**src/bfe_pkg.sv**
```systemverilog
// Package for the bfloat16 exponential unit: fixed-point widths, constants and
// the item type passed between pipeline sections. No dependencies.
package bfe_pkg;

  localparam int FRACTION_BITS = 32;

  localparam int SIG_W  = 8;
  localparam int L2E_FB = 55;
  localparam int L2E_W  = L2E_FB + 1;
  localparam int PROD_W = SIG_W + L2E_W;
  localparam int MAG_W  = FRACTION_BITS + 8;
  localparam int T_W    = MAG_W + 1;
  localparam int SV_W   = MAG_W + 1;
  localparam int N_W    = SV_W - FRACTION_BITS;
  localparam int Y_W    = FRACTION_BITS + 2;
  localparam int COEF_W = FRACTION_BITS + 1;
  localparam int HP_W   = Y_W + FRACTION_BITS;
  localparam int SH_W   = $clog2(Y_W + 1);
  localparam int SA_W   = 8;
  localparam int BE_W   = 10;

  localparam int SA_BASE   = 188 - FRACTION_BITS;
  localparam int SUB_BASE  = FRACTION_BITS - 133;
  localparam int EXP_BIAS  = 127;
  localparam int EXP_MAX   = 255;
  localparam int N_LO      = -136;
  localparam int N_HI      = 128;

  localparam logic [15:0] BF_INF  = 16'h7F80;
  localparam logic [15:0] BF_ONE  = 16'h3F80;
  localparam logic [15:0] BF_ZERO = 16'h0000;
  localparam logic [14:0] MAG_INF  = 15'h7F80;
  localparam logic [14:0] NEG_SAT  = 15'h42BA;
  localparam logic [14:0] POS_SAT  = 15'h42B2;
  localparam logic [14:0] NEG_TINY = 15'h3B00;
  localparam logic [14:0] POS_TINY = 15'h3B7E;

  localparam logic [63:0] DEC_ONE = 64'd1000000000000000000;

  // Rounds num / 10^18 to the given number of fraction bits, half up.
  function automatic logic [63:0] dec_to_fixed(logic [63:0] num, int bits);
    logic [63:0] q;
    logic [63:0] r;
    q = '0;
    r = num;
    if (r >= DEC_ONE) begin
      q = 64'd1;
      r = r - DEC_ONE;
    end
    for (int i = 0; i < bits; i++) begin
      q = q << 1;
      r = r << 1;
      if (r >= DEC_ONE) begin
        r = r - DEC_ONE;
        q = q | 64'd1;
      end
    end
    r = r << 1;
    if (r >= DEC_ONE) q = q + 64'd1;
    return q;
  endfunction

  localparam logic [L2E_W-1:0] L2E =
    L2E_W'(dec_to_fixed(64'd1442695040888963387, L2E_FB));

  localparam logic [COEF_W-1:0] COEF_F4 =
    COEF_W'(dec_to_fixed(64'd14513985302716140, FRACTION_BITS));
  localparam logic [COEF_W-1:0] COEF_F3 =
    COEF_W'(dec_to_fixed(64'd50147192376945329, FRACTION_BITS));
  localparam logic [COEF_W-1:0] COEF_F2 =
    COEF_W'(dec_to_fixed(64'd242560224581628237, FRACTION_BITS));
  localparam logic [COEF_W-1:0] COEF_F1 =
    COEF_W'(dec_to_fixed(64'd692792471813229560, FRACTION_BITS));
  localparam logic [COEF_W-1:0] COEF_F0 =
    COEF_W'(dec_to_fixed(64'd1000009597621179802, FRACTION_BITS));

  localparam int HORNER_STEPS = 4;
  localparam logic [COEF_W-1:0] HORNER_COEF [HORNER_STEPS] =
    '{COEF_F3, COEF_F2, COEF_F1, COEF_F0};

  localparam logic [HP_W-1:0] HALF_ULP = HP_W'(1) << (FRACTION_BITS - 1);

  typedef struct packed {
    logic                     spec;
    logic [15:0]              spec_res;
    logic [N_W-1:0]           n;
    logic [FRACTION_BITS-1:0] f;
    logic [Y_W-1:0]           y;
  } item_t;

endpackage

```
**src/bfe_horner.sv**
```systemverilog
// One Horner step y = round(y * f) + c, split into a multiply stage and a
// round-and-add stage. Uses bfe_pkg.
module bfe_horner (
  input  logic                             clk_i,
  input  logic                             rst_ni,
  input  logic [bfe_pkg::COEF_W-1:0]       coef_i,
  input  logic                             valid_i,
  output logic                             ready_o,
  input  bfe_pkg::item_t                   item_i,
  output logic                             valid_o,
  input  logic                             ready_i,
  output bfe_pkg::item_t                   item_o
);

  logic va_q, vb_q;
  logic rdya, rdyb;

  logic [bfe_pkg::HP_W-1:0] prod_d, prod_q, rnd;
  bfe_pkg::item_t side_q, item_d, item_q;

  assign rdyb    = !vb_q || ready_i;
  assign rdya    = !va_q || rdyb;
  assign ready_o = rdya;
  assign valid_o = vb_q;
  assign item_o  = item_q;

  always_comb begin
    prod_d = bfe_pkg::HP_W'(item_i.y) * bfe_pkg::HP_W'(item_i.f);
  end

  always_comb begin
    rnd      = prod_q + bfe_pkg::HALF_ULP;
    item_d   = side_q;
    item_d.y = bfe_pkg::Y_W'(rnd >> bfe_pkg::FRACTION_BITS) + bfe_pkg::Y_W'(coef_i);
  end

  always_ff @(posedge clk_i or negedge rst_ni) begin
    if (!rst_ni) begin
      va_q <= 1'b0;
      vb_q <= 1'b0;
    end else begin
      if (rdya) va_q <= valid_i;
      if (rdyb) vb_q <= va_q;
    end
  end

  always_ff @(posedge clk_i) begin
    if (rdya && valid_i) begin
      prod_q <= prod_d;
      side_q <= item_i;
    end
    if (rdyb && va_q) begin
      item_q <= item_d;
    end
  end

  a_y_floor: assert property (@(posedge clk_i) disable iff (!rst_ni)
    (vb_q && !item_q.spec) |-> (item_q.y >= bfe_pkg::Y_W'(coef_i)))
    else $error("Horner step result fell below its coefficient.");

endmodule

```
**config.mk**
```make
export PLATFORM = sky130hd
export DESIGN_NAME = bfe_horner
export DESIGN_NICKNAME = d
export VERILOG_FILES = /design/src/bfe_pkg.sv /design/src/bfe_horner.sv
export SDC_FILE = /design/constraint.sdc
export NUM_CORES = 2
export LEC_CHECK = 0
export ABC_AREA = 1
export BUFFER_PORTS_ARGS = -buffer_cell sky130_fd_sc_hd__buf_2
export CAP_MARGIN = 20
export CORE_UTILIZATION = 56
export DETAILED_ROUTE_END_ITERATION = 10
export GPL_TIMING_DRIVEN = 0
export PLACE_DENSITY_LB_ADDON = 0.12
export RECOVER_POWER = 25
export SLEW_MARGIN = 5
export SYNTH_ARGS = -nofsm -noshare
export SYNTH_HDL_FRONTEND = slang
export SYNTH_SLANG_ARGS = --single-unit
```
**constraint.sdc**
```tcl
create_clock -name clk_i -period 16.21 [get_ports clk_i]
set_input_delay 3.242 -clock clk_i [delete_from_list [all_inputs] [get_ports clk_i]]
set_output_delay 3.242 -clock clk_i [all_outputs]
set_load 0.005 [all_outputs]
```
### Word level (Yosys, flattened, before mapping)

Index checks and enable logic that the tools add are counted.

| storage, ports and cells | value |
|---|---|
| register bits after elaboration | 218 |
| output and inout port bits | 94 |
| logic and storage cells | 21 |

| operators by class | value |
|---|---|
| add/subtract/negate cells | 2 |
| $mul | 1 |
| reduce and logical (&&, ||, !) cells | 6 |

Operators by type and width:

| cell | count |
|---|---|
| adder 66 x 32 -> 66 bit (second input constant) | 1 |
| multiplier 34 x 32 -> 66 bit | 1 |
| adder 34 x 33 -> 34 bit | 1 |
| logical AND 1 bit | 2 |
| zero test 1 bit | 2 |
| logical OR 1 bit | 2 |

### Logic depth before layout (Yosys ltp)

| logic depth | value |
|---|---|
| depth after elaboration | 4 |
| gate-level depth with buffers | 33 |
| depth with buffers taken out | 31 |

### Least setup slack after synthesis

No wires, ideal clock.

| timing path | value |
|---|---|
| path type | input port to flip-flop |
| from | input item_i[42] (netlist name) |
| to | register prod_q[54] (netlist name) (data pin) |
| setup time | 252 ps |
| arrival | 9,227 ps |
| data required time | 15,958 ps |
| slack | 6,731 ps |
| stages | 27 |
| path buffers | 2 |
| cell sequence | clkbuf_1 -> clkbuf_1 -> nand2_1 -> fa_1 -> inv_1 -> fa_1 -> fa_1 -> inv_1 -> fa_1 -> inv_1 -> fa_1 -> fa_1 -> fa_1 -> inv_1 -> fa_1 -> inv_1 -> ha_1 -> a21oi_1 -> o21ai_0 -> inv_1 -> o21ai_0 -> a21oi_1 -> nor2_1 -> nor2_1 -> nand2_1 -> nand2_1 -> nand2_1 |

| on the way | value |
|---|---|
| word-level cells in the longest chain between the ends | 1 |

Ends and longest elaborated chain:

| item | line | RTL |
|---|---|---|
| start: declaration | bfe_horner.sv:9 | `input bfe_pkg::item_t item_i,` |
| multiplier 34 x 32 -> 66 bit | bfe_horner.sv:28 | `prod_d = bfe_pkg::HP_W'(item_i.y) * bfe_pkg::HP_W'(item_i.f);` |
| via prod_d, one bit | bfe_horner.sv:18 | `logic [bfe_pkg::HP_W-1:0] prod_d, prod_q, rnd;` |
| end signal: assignment | bfe_horner.sv:49 | `prod_q <= prod_d;` |
| end: declaration | bfe_horner.sv:18 |  |

The timed path passes the listed nets, and every way through them passes these cells.
A chain may end at the register's enable or synchronous reset.

### Final worst setup path

| timing path | value |
|---|---|
| from | input item_i[56] (netlist name) |
| to | register prod_q[64] (netlist name) (data pin) |

The elaborated chain is that of the path after synthesis.

==> results.ini <==
[run_status]
status = finished, final reports clean

[sta]
tns_ns = 0
worst_slack_ns = 4.87
setup_viol = 0
skew_ns = 0.0268
fin_crit_ns = 11.34
hold_viol_final = 0
worst_slew_pin_slew_ns = 1.28
fin_crit_sh_pct = 69.9
max_freq_mhz = 88.2
rsz0062_at_grt = no
slew-limit-headroom_pct = 14.6
slew_viol_final = 0

[final_layout]
fin_nets = 7215
final_core_util_pct = 60.9
final_cell_mix = inv_1, nand2_1, fa_1
design_area_um2 = 48300
final_common_cell = inv_1
drive_gt1_share_pct = 4.74
num-fill-cells = 7364
area_growth_syn_to_layout_pct = 7.32

[placed_design]
place_area_um2 = 47600
preCtsSetupSlack_ns = 4.61
place_congestion = 1.11
dp_hpwl_um = 140000
port_buffers = 222

[yosys]
syn_inst = 5575
ys_seq_area_share_pct = 12.5
synth_top_cell_area_share_pct = 42.5
synth_edf_count = 185
synth_ff_type = edfxtp_1
synth.distinct_cells = 41
yosys_warnings = 0
syn-num-nets = 6956
async_reset_ff_share_pct = 1.07
syn_avg_cell_area_um2 = 8.07
ys_top_cells_by_area = fa_1, inv_1, nand2_1, edfxtp_1, ha_1
yosys.area.top_type = fa_1
ys_ff_latch = 187
synth.cell_area_um2 = 45000

[cts]
htree_levels = 4
cts_tree = yes
clock_path_buffers = 2
cts_setup_buffers = 0
cts.sinks = 187
root_buffer = clkbuf_16
clk_pin_slew_worst_paths_ns = 0.09
cts_resized = 0
clk_latency_ns = 0.52
ctsHoldBuffers = 0
cts-buffers-inserted = 17

[grt]
grt.overflow.total = 0
grt_pass1_vias = 37183
grt_pass1_wl_um = 239000
grt_max_degree = 51
track_usage_pct = 41.3
antenna_found_initial = 8

[setup_path]
slowest_stage = clkbuf_1
worst-path-buf-inv = 10
critical_path.max_fanout = 10
critical_path_class = input port to flip-flop
critPathArrivalTime_ns = 11.61
startpoint_type = input port
crit_family = adder cells
cp-end-kind = flip-flop
path_common_cell = fa_1
crit_required_ns = 16.48
cpPeakStageDelay_ns = 0.94

[route]
vias = 37742
wire_per_inst_um = 24.0
drt_iter0_markers = 3886
drc_errors = 0
wirelength_um = 166000
drt-pass1-iter-count = 6
ant_nets = 0
via_per_inst = 5.47

[floorplanning]
fp.coreArea_um2 = 79300
die_x_um = 285
initial_core_util_pct = 56.8
ioPinCount = 223
rows = 103
die_height_um = 285
die_area_um2 = 81500

[flow_run]
drv_cap = 0

[worst_hold_path]
hp-class = flip-flop to flip-flop

## sequential cells by signal (all words and copies together) (netlist names)
| signal | cells |
|---|---|
| item_o | 92 |
| va_q | 1 |
| valid_o | 1 |
| prod_q | 35 |
| item_d | 58 |
## synthesized netlist by cell type, drive strengths merged, types with 9 or more instances
cell / instances
o21bai: 9
xnor2: 25
nand3: 82
o21ai: 81
clkbuf: 220
nor3: 32
nand4: 25
xor2: 41
fa: 956
ha: 296
inv: 1642
edfxtp: 185
nand2: 1577
a21oi: 135
nor2: 230
buf: 10
## cells by family (layout without fill, tap and decap cells)
| group | Yosys count | count (layout) | share of synthesized area [%] |
|---|---|---|---|
| DFF | 187 | 187 | 12.5 |
| xor gates and xnor gates | 66 | 66 | 1.28 |
| adders and majority gates | 1252 | 1252 | 50.8 |
| and+or+nand+nor | 1957 | 1957 | 17.0 |
| AOI/OAI and AO/OA | 241 | 241 | 2.83 |
| buffers and inverters | 1872 | 2144 | 15.6 |
| other | 0 | 3 | 0 |
## worst register-to-register path, cell delays in order, from the launching register on
cell      delay [ns]
edfxtp_1        0.35
ha_1            0.26
nand2_1         0.13
inv_2           0.09
nand4_2         0.16
inv_2           0.10
nand2_1         0.09
nor2_2          0.15
xnor2_1         0.14
inv_1           0.08
ha_1            0.38
nand2_1         0.15
nor2_1          0.25
inv_1           0.07
nor2_1          0.10
nor2_1          0.04
o21ai_1         0.25
nand3_1         0.13
nand2_1         0.11
xor2_1          0.34
## stage by stage
stage	hold WS (ns)	std cells
after floorplan	0.400	5575
after global placement	0.400	6847
after detailed placement	0.405	6854
after CTS	0.422	6886
after global routing	0.430	6899
final	0.420	6900
## routing by layer
| layer | part of all wire (%) | GRT usage, % |
|---|---|---|
| met3 | 12 | 11.1 |
| met5 | 0.013 | 0 |
| met4 | 7.4 | 26.4 |
| met2 | 43 | 60.7 |
| met1 | 38 | 54.5 |
## path summary, 6_finish.rpt
| check | startpoint | endpoint | slack, ns | cells past startpoint |
|---|---|---|---|---|
| worst max-delay path | item_i[56] | prod_q[64] | 4.87 | 29 |
| worst min-delay path | item_d[72] | item_o[72] | 0.42 | 0 |
| worst max register to register | prod_q[32] | item_o[21] | 12.62 | 19 |
| worst min register to register | item_d[72] | item_o[72] | 0.42 | 0 |
| max in group asynchronous | rst_ni | va_q | 13.57 | 1 |
| min in group asynchronous | rst_ni | valid_o | 2.52 | 1 |
## layout make-up
cell class | instances | area [um^2] | area share, %
sequential | 187 | 5610 | 11.6
timing repair buffer | 240 | 1360 | 2.81
multi-input combinational | 3516 | 32400 | 67.0
tap | 1050 | 1310 | 2.72
clock inverter | 14 | 176 | 0.365
antenna | 3 | 7.51 | 0.0155
inverter | 1642 | 6170 | 12.8
clock buffer | 18 | 429 | 0.889
buffer | 230 | 866 | 1.79
Power is not shown: default switching activity piles up to over one toggle a cycle in this logic, so the estimate is an artifact.
