<file path="src/bfe_pkg.sv">
// Package for the bfloat16 exponential unit: fixed-point widths, constants and
// the item type passed between pipeline sections. No dependencies.
package bfe_pkg;

  localparam int FRACTION_BITS = 32;

  localparam int SIG_W  = 8;
  localparam int L2E_FB = 55;
  localparam int L2E_W  = L2E_FB + 1;
  localparam int PROD_W = SIG_W + L2E_W;
  localparam int MAG_W  = FRACTION_BITS + 8;
  localparam int T_W    = MAG_W + 1;
  localparam int SV_W   = MAG_W + 1;
  localparam int N_W    = SV_W - FRACTION_BITS;
  localparam int Y_W    = FRACTION_BITS + 2;
  localparam int COEF_W = FRACTION_BITS + 1;
  localparam int HP_W   = Y_W + FRACTION_BITS;
  localparam int SH_W   = $clog2(Y_W + 1);
  localparam int SA_W   = 8;
  localparam int BE_W   = 10;

  localparam int SA_BASE   = 188 - FRACTION_BITS;
  localparam int SUB_BASE  = FRACTION_BITS - 133;
  localparam int EXP_BIAS  = 127;
  localparam int EXP_MAX   = 255;
  localparam int N_LO      = -136;
  localparam int N_HI      = 128;

  localparam logic [15:0] BF_INF  = 16'h7F80;
  localparam logic [15:0] BF_ONE  = 16'h3F80;
  localparam logic [15:0] BF_ZERO = 16'h0000;
  localparam logic [14:0] MAG_INF  = 15'h7F80;
  localparam logic [14:0] NEG_SAT  = 15'h42BA;
  localparam logic [14:0] POS_SAT  = 15'h42B2;
  localparam logic [14:0] NEG_TINY = 15'h3B00;
  localparam logic [14:0] POS_TINY = 15'h3B7E;

  localparam logic [63:0] DEC_ONE = 64'd1000000000000000000;

  // Rounds num / 10^18 to the given number of fraction bits, half up.
  function automatic logic [63:0] dec_to_fixed(logic [63:0] num, int bits);
    logic [63:0] q;
    logic [63:0] r;
    q = '0;
    r = num;
    if (r >= DEC_ONE) begin
      q = 64'd1;
      r = r - DEC_ONE;
    end
    for (int i = 0; i < bits; i++) begin
      q = q << 1;
      r = r << 1;
      if (r >= DEC_ONE) begin
        r = r - DEC_ONE;
        q = q | 64'd1;
      end
    end
    r = r << 1;
    if (r >= DEC_ONE) q = q + 64'd1;
    return q;
  endfunction

  localparam logic [L2E_W-1:0] L2E =
    L2E_W'(dec_to_fixed(64'd1442695040888963387, L2E_FB));

  localparam logic [COEF_W-1:0] COEF_F4 =
    COEF_W'(dec_to_fixed(64'd14513985302716140, FRACTION_BITS));
  localparam logic [COEF_W-1:0] COEF_F3 =
    COEF_W'(dec_to_fixed(64'd50147192376945329, FRACTION_BITS));
  localparam logic [COEF_W-1:0] COEF_F2 =
    COEF_W'(dec_to_fixed(64'd242560224581628237, FRACTION_BITS));
  localparam logic [COEF_W-1:0] COEF_F1 =
    COEF_W'(dec_to_fixed(64'd692792471813229560, FRACTION_BITS));
  localparam logic [COEF_W-1:0] COEF_F0 =
    COEF_W'(dec_to_fixed(64'd1000009597621179802, FRACTION_BITS));

  localparam int HORNER_STEPS = 4;
  localparam logic [COEF_W-1:0] HORNER_COEF [HORNER_STEPS] =
    '{COEF_F3, COEF_F2, COEF_F1, COEF_F0};

  localparam logic [HP_W-1:0] HALF_ULP = HP_W'(1) << (FRACTION_BITS - 1);

  typedef struct packed {
    logic                     spec;
    logic [15:0]              spec_res;
    logic [N_W-1:0]           n;
    logic [FRACTION_BITS-1:0] f;
    logic [Y_W-1:0]           y;
  } item_t;

endpackage

</file>
<file path="src/bfe_round.sv">
// Final section: scale by 2^n, round to nearest even into bfloat16 (normal or
// subnormal) and merge the special cases. Three register stages. Uses bfe_pkg.
module bfe_round (
  input  logic           clk_i,
  input  logic           rst_ni,
  input  logic           valid_i,
  output logic           ready_o,
  input  bfe_pkg::item_t item_i,
  output logic           valid_o,
  input  logic           ready_i,
  output logic [15:0]    result_bits_o
);

  logic v1_q, v2_q, v3_q;
  logic rdy1, rdy2, rdy3;

  logic                      p_hi;
  logic [bfe_pkg::BE_W-1:0]  n_ext, be_d, sub_sh;
  logic                      normal_d, zero_d;
  logic [bfe_pkg::SH_W-1:0]  sh_d, sh_q;
  logic [bfe_pkg::Y_W-1:0]   y_q;
  logic [bfe_pkg::BE_W-1:0]  be1_q, be2_q;
  logic                      normal1_q, normal2_q, zero1_q, zero2_q;
  logic                      spec1_q, spec2_q;
  logic [15:0]               spec_res1_q, spec_res2_q;

  logic [bfe_pkg::SH_W-1:0]  shm1;
  logic [bfe_pkg::Y_W-1:0]   shifted, guard_vec, low_mask;
  logic [7:0]                q8_d, q8_q;
  logic                      rnd_up_d, rnd_up_q;

  logic [8:0]                m;
  logic [bfe_pkg::BE_W-1:0]  be_f;
  logic [6:0]                mant;
  logic [15:0]               res_d, res_q;

  assign rdy3          = !v3_q || ready_i;
  assign rdy2          = !v2_q || rdy3;
  assign rdy1          = !v1_q || rdy2;
  assign ready_o       = rdy1;
  assign valid_o       = v3_q;
  assign result_bits_o = res_q;

  // The polynomial lies in [1, 4), so the leading one is at one of two places.
  always_comb begin
    p_hi     = item_i.y[bfe_pkg::Y_W-1];
    n_ext    = bfe_pkg::BE_W'($signed(item_i.n));
    be_d     = n_ext + bfe_pkg::BE_W'(p_hi) + bfe_pkg::BE_W'(bfe_pkg::EXP_BIAS);
    sub_sh   = bfe_pkg::BE_W'(bfe_pkg::SUB_BASE) - n_ext;
    normal_d = $signed(be_d) > 0;
    zero_d   = ($signed(sub_sh) > bfe_pkg::Y_W) || ($signed(sub_sh) < 1);
    if (normal_d) begin
      sh_d = p_hi ? bfe_pkg::SH_W'(bfe_pkg::FRACTION_BITS - 6)
                  : bfe_pkg::SH_W'(bfe_pkg::FRACTION_BITS - 7);
    end else begin
      sh_d = sub_sh[bfe_pkg::SH_W-1:0];
    end
  end

  always_comb begin
    shm1      = sh_q - bfe_pkg::SH_W'(1);
    shifted   = y_q >> sh_q;
    guard_vec = y_q >> shm1;
    low_mask  = (bfe_pkg::Y_W'(1) << shm1) - bfe_pkg::Y_W'(1);
    q8_d      = shifted[7:0];
    rnd_up_d  = guard_vec[0] && ((|(y_q & low_mask)) || shifted[0]);
  end

  always_comb begin
    m    = {1'b0, q8_q} + 9'(rnd_up_q);
    be_f = be2_q + bfe_pkg::BE_W'(m[8]);
    mant = m[8] ? 7'd0 : m[6:0];
    if (spec2_q) begin
      res_d = spec_res2_q;
    end else if (normal2_q) begin
      if ($signed(be_f) >= bfe_pkg::EXP_MAX) res_d = bfe_pkg::BF_INF;
      else res_d = {1'b0, be_f[7:0], mant};
    end else if (zero2_q) begin
      res_d = bfe_pkg::BF_ZERO;
    end else begin
      res_d = 16'(m);
    end
  end

  always_ff @(posedge clk_i or negedge rst_ni) begin
    if (!rst_ni) begin
      v1_q <= 1'b0;
      v2_q <= 1'b0;
      v3_q <= 1'b0;
    end else begin
      if (rdy1) v1_q <= valid_i;
      if (rdy2) v2_q <= v1_q;
      if (rdy3) v3_q <= v2_q;
    end
  end

  always_ff @(posedge clk_i) begin
    if (rdy1 && valid_i) begin
      y_q         <= item_i.y;
      sh_q        <= sh_d;
      be1_q       <= be_d;
      normal1_q   <= normal_d;
      zero1_q     <= zero_d;
      spec1_q     <= item_i.spec;
      spec_res1_q <= item_i.spec_res;
    end
    if (rdy2 && v1_q) begin
      q8_q        <= q8_d;
      rnd_up_q    <= rnd_up_d;
      be2_q       <= be1_q;
      normal2_q   <= normal1_q;
      zero2_q     <= zero1_q;
      spec2_q     <= spec1_q;
      spec_res2_q <= spec_res1_q;
    end
    if (rdy3 && v2_q) begin
      res_q <= res_d;
    end
  end

  a_norm_lead: assert property (@(posedge clk_i) disable iff (!rst_ni)
    (v2_q && !spec2_q && normal2_q) |-> q8_q[7])
    else $error("Normal significand lost its leading one.");

endmodule

</file>
<file path="config.mk">
export PLATFORM = sky130hd
export DESIGN_NAME = bfe_round
export DESIGN_NICKNAME = d
export VERILOG_FILES = /design/src/bfe_pkg.sv /design/src/bfe_round.sv
export SDC_FILE = /design/constraint.sdc
export NUM_CORES = 1
export LEC_CHECK = 0
export CAP_MARGIN = 25
export CORE_ASPECT_RATIO = 2
export CORE_MARGIN = 8
export CORE_UTILIZATION = 50
export DETAILED_ROUTE_END_ITERATION = 8
export DONT_BUFFER_PORTS = 1
export GPL_TIMING_DRIVEN = 0
export PLACE_DENSITY = 0.71
export RECOVER_POWER = 100
export SYNTH_ARGS = -nofsm -noshare
export SYNTH_HDL_FRONTEND = slang
export SYNTH_SLANG_ARGS = --single-unit
</file>
<file path="constraint.sdc">
create_clock -name clk_i -period 5.08 [get_ports clk_i]
set_input_delay 0 -clock clk_i [delete_from_list [all_inputs] [get_ports clk_i]]
set_output_delay 0 -clock clk_i [all_outputs]
set_load 0.02 [all_outputs]
</file>
Yosys cells after proc, flatten, opt, wreduce, memory -nomap -nowiden
Index checks and enable logic that the tools add are counted.
{"block": "op_classes", "shifts": 3, "n_lt_le_gt_ge": 4, "bitwise_logic": 1, "n_addsub": 7, "n_reduce_logical": 13, "mux": 7}
{"cell": "$and A34 B34 Y34", "n": 1}
{"cell": "$reduce_or A34 Y1", "n": 1}
{"cell": "$shl A1 B6 Y34 const A", "n": 1}
{"cell": "$shr A34 B6 Y1", "n": 1}
{"cell": "$shr A34 B6 Y8", "n": 1}
{"cell": "$sub A34 B2 Y34 const B", "n": 1}
{"cell": "$mux W16", "n": 2}
{"cell": "$mux W15", "n": 1}
{"cell": "$add A10 B1 Y10", "n": 1}
{"cell": "$add A10 B7 Y10 const B", "n": 1}
{"cell": "$add A9 B2 Y10", "n": 1}
{"cell": "$ge A10 B9 Y1 const B", "n": 1}
{"cell": "$gt A10 B1 Y1 const B", "n": 1}
{"cell": "$gt A10 B7 Y1 const B", "n": 1}
{"cell": "$lt A10 B2 Y1 const B", "n": 1}
{"cell": "$sub A8 B9 Y10 const A", "n": 1}
{"cell": "$add A8 B1 Y9", "n": 1}
{"cell": "$mux W9", "n": 1}
{"cell": "$mux W7", "n": 1}
{"cell": "$mux W6", "n": 1}
{"cell": "$sub A6 B1 Y6 const B", "n": 1}
{"cell": "$logic_or A1 B1 Y1", "n": 5}
{"cell": "$logic_and A1 B1 Y1", "n": 4}
{"cell": "$logic_not A1 Y1", "n": 3}
{"cell": "$mux W2", "n": 1}
{"block": "totals", "out_inout_bits": 18, "inputBits": 96, "wordCells": 53, "reg_bits": 126}

Logic depth before layout (Yosys ltp)
{"block": "depth", "depth_word": 7, "mapped_depth": 18, "mapped_depth_nobuf": 15}

Worst setup path before layout
OpenSTA, ideal clock, no wires.
{"block": "synth_timing", "path_type": "register to register", "from": "register sh_q[1] in the netlist's numbering", "to": "register rnd_up_q (data pin)", "setup_ns": 0.278, "n_path_buf": 5, "required_ns": 4.802, "arrival_time_ns": 4.097, "path_stages_with_launch": 19, "period_less_slack_ns": 4.374, "path_slack_ns": 0.706, "path_cell_list": "edfxtp_1 > buf_2 > buf_4 > buf_2 > buf_1 > inv_1 > ha_1 > buf_4 > nor2_2 > a211oi_1 > nor3b_1 > nand2_1 > ha_1 > o221ai_4 > a21oi_1 > xnor2_1 > a2111o_1 > nor4_1 > a41oi_1"}
{"block": "synth_via", "elab_chain_len": 7, "elab_cells_between_ends": 9, "classes_between": "add/sub (2); shift (3); bitwise (1); reduce/logical (3)"}
{"item": "from (decl)", "line_no": "bfe_round.sv:20", "rtl": "logic [bfe_pkg::SH_W-1:0] sh_d, sh_q;"}
{"item": "from (signal assigned)", "line_no": "bfe_round.sv:100", "rtl": "sh_q <= sh_d;"}
{"item": "$sub A6 B1 Y6", "line_no": "bfe_round.sv:61", "rtl": "shm1 = sh_q - bfe_pkg::SH_W'(1);"}
{"item": "$shl A1 B6 Y34", "line_no": "bfe_round.sv:64", "rtl": "low_mask = (bfe_pkg::Y_W'(1) << shm1) - bfe_pkg::Y_W'(1);"}
{"item": "$sub A34 B2 Y34", "line_no": "bfe_round.sv:64"}
{"item": "$and A34 B34 Y34", "line_no": "bfe_round.sv:66", "rtl": "rnd_up_d = guard_vec[0] && ((|(y_q & low_mask)) || shifted[0]);"}
{"item": "$reduce_or A34 Y1", "line_no": "bfe_round.sv:66"}
{"item": "$logic_or A1 B1 Y1", "line_no": "bfe_round.sv:66"}
{"item": "$logic_and A1 B1 Y1 *", "line_no": "bfe_round.sv:66"}
{"item": "via rnd_up_d", "line_no": "bfe_round.sv:30", "rtl": "logic rnd_up_d, rnd_up_q;"}
{"item": "to (signal assigned)", "line_no": "bfe_round.sv:109", "rtl": "rnd_up_q <= rnd_up_d;"}
{"item": "to (decl)", "line_no": "bfe_round.sv:30"}
The timed path passes the listed nets; every way through them passes the cells marked *.
A chain may end at the register's enable or synchronous reset.

Worst setup path after layout
Same ends and word-level chain as after synthesis.

==> results.cfg <==
[floorplanning]
io-pin-count = 114
die_w_um = 107
num_rows = 66
start_util = 0.510
core_um2 = 16300
dieArea_um2 = 21200
die_y_um = 198

[place]
placed_cells = 934
place.detailed.hpwl_mm = 22.0
place_congestion = 1.05
numPortBuffers = 0
post-place-ws_ps = -764

[critical_path]
startpoint = sh_q[1]
r2r-start = sh_q[1]
worstSetupPathType = reg -> reg
crit_fanout = 28
timing.rr.end = rnd_up_q
worst_setup_path_end_kind = flop
r2r_slack_ps = 210
critical_path_arrival_ps = 4960
required_ps = 5160
critPathCapture = rnd_up_q
startpoint_type = flop
r2r_cells = 16

[clock_tree]
h-tree-depth = 4
clock_sinks = 126
clk_pin_slew_ps = 60
cts_tree = done
clk_path_buf_depth = 2
numCtsBuffers = 17
root_buffer = clkbuf_16
clock_latency_ps = 420

[sta]
finalMaxSlewViolations = 109
finalWorstSetupSlack_ps = 207
finalSetupTns_ps = 0
finalHoldViolCount = 0
setup-violations-final = 0
tightest_slew_ps = 3180
fin_crit_ps = 4870
clock.fmax_mhz = 205
holdWs_ps = 21.1
period_share = 0.959
rsz0062_at_grt = false
slew_headroom = -1.12
skew_ps = 14.6

[yosys]
synth_seq_area_share = 0.454
syn_inst = 730
syn_avg_cell_area_um2 = 11.4
synth_edf_count = 123
syn_area_um2 = 8300
synth-main-ff-cell = edfxtp_1
synth-seq-cells = 126
post_synth_num_cell_types = 81
synth_area_leader_cell = edfxtp_1
synth_nets = 843
synth_top_area_share = 0.445
ys_warn_count = 0
synthArstFlopShare = 0.0238
synthTopCellsByArea = edfxtp_1, mux4_2, nand2_1

[routing]
drtAntennaViolNets = 0
drcViolationCount = 0
drt-initial-drc-count = 495
via_per_inst = 6.82
drt_first_pass_iters = 6
wl_per_cell_um = 28.3
wirelength_mm = 29.1
vias = 7013

[status]
violations = capacitance limit, slew limit
status = finished, violations left

[pwr]
vdd_ir_drop_max_mv = 0.180
p_leak_nw = 3.46
power.density_nw_per_um2 = 327
totalPowerFinal_w = 0.00321

[layout]
antenna_cells = 0
final_cell_count_no_fill = 1028
drive_gt1_frac = 0.141
register_area_um2 = 3770
fillers = 1269
area_growth_pct = 18.4
fin_nets = 925
multi_input_area_um2 = 4260

[grt]
grt_use_total = 0.278
grt_pass1_wl_mm = 43.1
antenna_found_initial = 0
grt_remaining_overflow = 0
grt_max_degree = 70
grt_pass1_vias = 7264

[hold_path]
hold_path_startpoint = item_i[66]
hp-class = in -> reg

[run]
max-cap-violations = 2
[timing repair]
item | 4_1_cts | 5_1_grt
buffers inserted | 0 | 1
cloned | 0 | 0
resized for setup | 6 | 9
hold buffers | 63 | 0
setup endpoints to repair | 1 | 1
endpoints found under the hold margin | 69 | 0
[worst min-delay path by stage]
| stage | to | cells after the start |
|---|---|---|
| floorplan | v1_q | 0 |
| global placement | v1_q | 0 |
| detailed placement | v2_q | 0 |
| CTS | be1_q[0] | 3 |
| global route | sh_q[5] | 3 |
| finish | be1_q[0] | 3 |
[worst max-delay path, stage by stage (launching register included)]
cell and delay [ps]:
edfxtp_1 470, clkbuf_4 300, buf_6 280, inv_1 170, ha_1 210, buf_4 180, nor4_4 360, nor2_1 230
nor3b_4 370, nand2_1 140, ha_1 320, o221ai_4 190, a21oi_1 100, xnor2_1 190, a2111o_1 420, nor4_1 280
a41oi_1 300
[layout make-up]
class	count	area share
buffer	46	0.0227
timing repair buffer	65	0.0655
inverter	26	0.0103
clock buffer	17	0.0433
clock inverter	14	0.0149
sequential	126	0.384
multi-input combinational	530	0.433
tap	204	0.0260
[power by group]
group	switching (W)	internal (W)
Combinational	0.000384	0.000272
Clock	0.000466	0.000718
Sequential	0.000104	0.00127
[metrics by stage]
step                      area [um^2]   util
after global routing             9820  0.604
after CTS                        9790  0.602
final                            9820  0.604
after global placement           8550  0.526
after detailed placement         8560  0.526
after floorplan                  8300      -
[cells by family (layout without fill, tap and decap cells)]
| kind of cell | after synthesis | after routing | share of synthesized area |
|---|---|---|---|
| flip-flops | 126 | 126 | 0.454 |
| AO/OA/AOI/OAI | 183 | 183 | 0.155 |
| XOR/XNOR | 40 | 40 | 0.0422 |
| adder cells (fa/ha/maj) | 17 | 17 | 0.0256 |
| multiplexers | 69 | 69 | 0.149 |
| AND/OR/NAND/NOR | 221 | 221 | 0.135 |
| buffers and inverters | 74 | 168 | 0.0389 |
[cells in the mapped netlist (all sizes together) (11+ instances only)]
cell,n
a211oi,11
a21oi,38
buf,25
clkbuf,23
edfxtp,123
ha,17
inv,25
mux2i,21
mux4,43
nand2,66
nand3,34
nand4,13
nor2,40
nor3,11
o21ai,35
xnor2,22
xor2,18
[cells in the final DEF, fill, tap and decap left out, types with 13 or more instances in the layout]
master	Yosys	routed
dlygate4sd3_1	0	63
mux4_2	43	43
a21oi_1	38	38
clkbuf_1	23	24
edfxtp_1	123	123
clkbuf_16	0	17
ha_1	17	17
inv_1	25	25
nand2_1	66	66
nand4_1	13	13
o21ai_0	30	30
xnor2_1	22	22
mux2i_1	21	21
nand3_1	34	34
xor2_1	18	18
nor2_1	38	37
[registers in the layout, indices dropped and copies added (netlist names)]
| register | flops |
|---|---|
| be1_q | 10 |
| be2_q | 10 |
| normal1_q | 1 |
| normal2_q | 1 |
| q8_q | 8 |
| result_bits_o | 16 |
| rnd_up_q | 1 |
| sh_q | 6 |
| spec1_q | 1 |
| spec2_q | 1 |
| spec_res1_q | 16 |
| spec_res2_q | 16 |
| v1_q | 1 |
| v2_q | 1 |
| valid_o | 1 |
| y_q | 34 |
| zero1_q | 1 |
| zero2_q | 1 |
[layer usage]
metal,global-route usage,vias up,part of all wire
met2,0.527,435,0.56
met3,0.0485,146,0.056
met1,0.249,3410,0.31
met4,0.216,0,0.076
met5,0,-,0
li1,-,3022,-
Power figures use the tool's default switching activity.
